File: src/sv/mwe_ram.sv
// mwe_ram: generic simple dual-port ram, one write and one registered read port
// no dependencies
module mwe_ram #(
    parameter int WIDTH = 24,
    parameter int DEPTH = 80,
    localparam int AW = (DEPTH > 1) ? $clog2(DEPTH) : 1
) (
    input  logic             i_clk,
    input  logic             i_we,
    input  logic [AW-1:0]    i_waddr,
    input  logic [WIDTH-1:0] i_wdata,
    input  logic [AW-1:0]    i_raddr,
    output logic [WIDTH-1:0] o_rdata
);

    logic [WIDTH-1:0] r_mem [0:DEPTH-1];
    logic [WIDTH-1:0] r_rdata;

    always_ff @(posedge i_clk) begin
        if (i_we) begin
            r_mem[i_waddr] <= i_wdata;
        end
        r_rdata <= r_mem[i_raddr];
    end

    assign o_rdata = r_rdata;

endmodule

File: config.mk
export PLATFORM = sky130hd
export DESIGN_NAME = mwe_ram
export DESIGN_NICKNAME = d
export VERILOG_FILES = /design/src/sv/mwe_ram.sv
export SDC_FILE = /design/constraint.sdc
export NUM_CORES = 2
export LEC_CHECK = 0
export BUFFER_PORTS_ARGS = -buffer_cell sky130_fd_sc_hd__buf_2
export CORE_UTILIZATION = 45
export DETAILED_ROUTE_END_ITERATION = 6
export PLACE_DENSITY = 0.63
export SLEW_MARGIN = 10
export SYNTH_ARGS = -nofsm -noshare
export SYNTH_HDL_FRONTEND = slang
export SYNTH_SLANG_ARGS = --single-unit
File: constraint.sdc
create_clock -name i_clk -period 9.6 [get_ports i_clk]
set_input_delay 1.92 -clock i_clk [delete_from_list [all_inputs] [get_ports i_clk]]
set_output_delay 1.92 -clock i_clk [all_outputs]
set_load 0.02 [all_outputs]
* After elaboration in Yosys (flattened, before gate mapping)
Memory sizes are Yosys's and may differ from the RTL's. A register that Yosys moved wholly into a read port is not among the register bits.
Index checks and enable logic that the tools add are counted.
W data, S select, Z words.
** Cells by class
- Mux-type cells :: 2
** Operator list (number)
- $mux W1 :: 2
** Word-level totals
- Logic and storage cells :: 3
- Input port bits :: 40
- Output and inout port bits :: 24
- Bits in writable memories :: 1920
- Flip-flop bits (word level) :: 0
- Memories :: 1
** Memories
- r_mem :: words 80, width 24, rd ports 1, clocked after memory_dff 1, write ports 1, RTL line 16 : logic [WIDTH-1:0] r_mem [0:DEPTH-1];

* Longest topological paths before layout
- Depth in word-level cells :: 2
- Mapped depth :: 10
- Depth with buffers taken out :: 6

* Worst setup path before layout
No wires, ideal clock.
- Path type :: in2reg
- Start :: input i_waddr[5]
- End :: memory r_mem[49][0], enable pin
- Buffers on the path :: 0
- Stages :: 4
- Setup slack :: 5.056 ns
- Data required time :: 9.165 ns
- Data arrival time :: 4.108 ns
- Setup time :: 0.435 ns
- Path through :: nor2b_1 -> and4b_1 -> nand2_1 -> nor3_1
** RTL lines
- start: declaration :: RTL line 10 : input logic [AW-1:0] i_waddr,
- end: declaration :: RTL line 16
Straight into the memory's write port.

==> metrics.cfg <==
[floorplanning]
num_rows=148
die_area_um2=167000
die_w_um=409
io_pins=64
initial_utilization=0.456
design.core.area_um2=164000
die_height_um=409

[yosys]
synth.net_count=3590
async_flop_share=0
post_synthesis_cell_area_um2=74500
synthesis.area_per_instance_um2=21.0
synth.ff_latch_count=1944
synth-seq-area-share=0.780
synthesis.yosys.warnings=0
post_synth_inst_count=3550
number_of_enable_type_register_cells_in_the_synthesized_netlist=1920
synthFlopType=edfxtp_1
yosysUniqueCellTypes=31

[placed_design]
placed_instance_area_um2=77800
dpl.hpwl_um=101000
dp_worst_setup_slack_ns=3.57
gp_congestion=0.808
place.detailed.instances=5701
place.port_buffers=63

[global_route]
initial_antenna_violation_count=20
grt_max_degree=135
grt_util_all_layers=0.226
grt_pass1_wl_um=269000
globalRoute.totalOverflow=0
first_global_vias=35500

[run]
cap_viol_max_count=0

[detailed_routing]
totalWireLength_um=189000
routed_wire_length_per_instance_um=31.2
met2_wirelength_um=87000
detailedRoute.firstIterationViolations=4309
drt-met1-wl_um=80800
dr_wl_met3_um=17100
dr.pass1.iters=5
post_drt_antenna_nets=0
route.vias.total=36500
top_layer=met5
via_per_inst=6.02
route.detailed.drc=0

[power]
power.share.sequential=0.538
static-leakage-power_nw=27.0
power.combinational.fraction=0.049
irDropWorstVdd_mv=0.187
switching_share=0.216
cellPowerDensity_nw_per_um2=209
clockPowerShare=0.413
switching_pwr_w=0.00378
internal_power_w=0.0137

[timing]
final.setup.tns_ns=0
grt_setup_unrepaired=false
final.period_utilization=0.536
slew_violations=0
max_clock_freq_mhz=194
post-route-worst-setup-slack_ns=4.46
final_period_minus_worst_setup_slack_ns=5.14
final-setup-viol-count=0
final-hold-violation-count=0
tightestPinTransition_ns=1.21
max_slew_margin=0.193
setup_skew_after_layout_ns=0.0300
fin_hold_ws_ns=0.865

[clocking]
tritoncts.num_buffers=195
cts_tree=built
clk_path_buf_depth=3
clk-insertion-delay-late_ns=0.82
h_tree_lvl_count=4
clkSinkCount=1944
clk_pin_slew_ns=0.06
cts_repair_resize_count=0
postCtsSetupBuffers=0
cts_hold_buffers=0
cts.root.buffer_cell=clkbuf_16

[setup_path]
worst_path_max_delay_cell=a31oi_1
critical-path-top-delay-family=buffers and inverters
critPathLaunchType=input pin
path_buf_inv=3
critPathKind=in -> reg
crit_path_cell_trace=buf_8 -> buf_12 -> buf_12 -> mux2i_1 -> a22o_1 -> nor3_1 -> a31oi_1 -> a31oi_1 -> a211o_1
critical_path_required_ns=10.34
timing.critical_path.arrival_ns=5.88
max_stage_delay_ns=0.87
cp-end-kind=register
crit_fanout=134

[cells_and_area]
layout.cell_area.non_filler_um2=83900
stdcell_count=6064
area_growth_pct=12.6
share_of_final_layout_standard_cells_stronger_than_drive_strength_1=0.229
layout.nets=3763

[status]
outcome=completed

[min_path]
hp-class=reg -> reg

-- worst paths after layout --
kind / start / endpoint / cells past startpoint / slack [ns]
min: r_mem[2][8] / o_rdata[8] / 5 / 0.87
max: i_raddr[2] / o_rdata[22] / 9 / 4.46
min reg2reg: r_mem[2][8] / o_rdata[8] / 5 / 0.87
max reg2reg: r_mem[27][7] / o_rdata[7] / 7 / 7.19
-- logic make-up (layout without fill, tap and decap cells) --
kind of cell           Yosys count  in the layout  share of synthesized area
DFF                           1944           1944                      0.780
AOI/OAI and AO/OA              312            312                     0.0298
other                            0              7                          0
and+or+nand+nor                320            320                     0.0193
muxes                          768            768                      0.156
buffers and inverters          206            538                     0.0143
-- flip-flops by register name (all words and copies together) (netlist names) --
| register | flops |
|---|---|
| o_rdata | 24 |
| r_mem | 1920 |
-- routing by layer --
metal,vias up,GRT usage
met5,-,0
met4,4,0.0592
met3,248,0.0481
met2,1666,0.341
met1,19400,0.335
li1,15100,-
-- cells in the mapped netlist (3+ instances only) --
master / number / area [um^2]
o22ai_1: 24 / 150
nand2_1: 36 / 135
a22oi_1: 120 / 901
nand3_1: 54 / 270
mux4_2: 312 / 7030
buf_1: 3 / 11.3
buf_6: 19 / 214
edfxtp_1: 1920 / 57700
nor2b_1: 9 / 56.3
a21oi_1: 48 / 240
nor2_1: 151 / 567
mux2i_1: 408 / 4080
a211o_1: 24 / 210
dfxtp_1: 24 / 480
a31oi_1: 48 / 300
clkbuf_1: 87 / 327
nand2b_1: 8 / 50.1
nor3_1: 28 / 140
a22o_1: 48 / 420
buf_4: 11 / 82.6
mux2_2: 48 / 541
buf_2: 86 / 430
nor4_1: 24 / 150
-- through the flow --
stage	util	total power (W)
6_report	0.513	0.0175
5_1_grt	0.513	0.0180
4_1_cts	0.513	0.0176
3_5_place_dp	0.476	0.0105
3_3_place_gp	0.476	0.0104
2_1_floorplan	-	0.0100
-- cell usage in the layout, fill, tap and decap left out, types with 10 or more instances in the layout --
master,instances
a211o_1,24
bufinv_16,10
nand3_1,54
mux2_2,48
a22oi_1,120
nor2_2,69
nor4_1,15
buf_4,129
a31oi_1,48
clkbuf_1,60
nor3_1,24
clkbuf_16,198
mux4_2,312
nor2_1,75
nand2_1,36
dfxtp_1,24
o22ai_1,24
clkinv_2,26
buf_2,45
mux2i_1,408
a22o_1,48
edfxtp_1,1920
a21oi_1,48
clkinv_1,45
-- final cells by class --
type	instances	area [um^2]
Clock buffer	258	5180
Fill cell	12700	79600
Sequential cell	1944	58100
Tap cell	2175	2720
Multi-Input combinational cell	1400	15600
Antenna cell	7	17.5
Clock inverter	98	866
Timing Repair Buffer	182	1340
-- tightest hold or removal path: stages (launching register included) --
cell,delay [ns]
edfxtp_1,0.33
mux2i_1,0.07
nand2_1,0.06
nand3_1,0.07
a31oi_1,0.20
a211o_1,0.12
-- power groups by stage --
stage          sequential (W)  clock, W  combinational [W]
6_report              0.00942   0.00724           0.000859
5_1_grt               0.00941   0.00768           0.000904
4_1_cts               0.00941   0.00735           0.000867
3_5_place_dp          0.00959         0           0.000866
3_3_place_gp          0.00959         0           0.000857
2_1_floorplan         0.00958         0           0.000459
(Power assumes the default switching activity.)
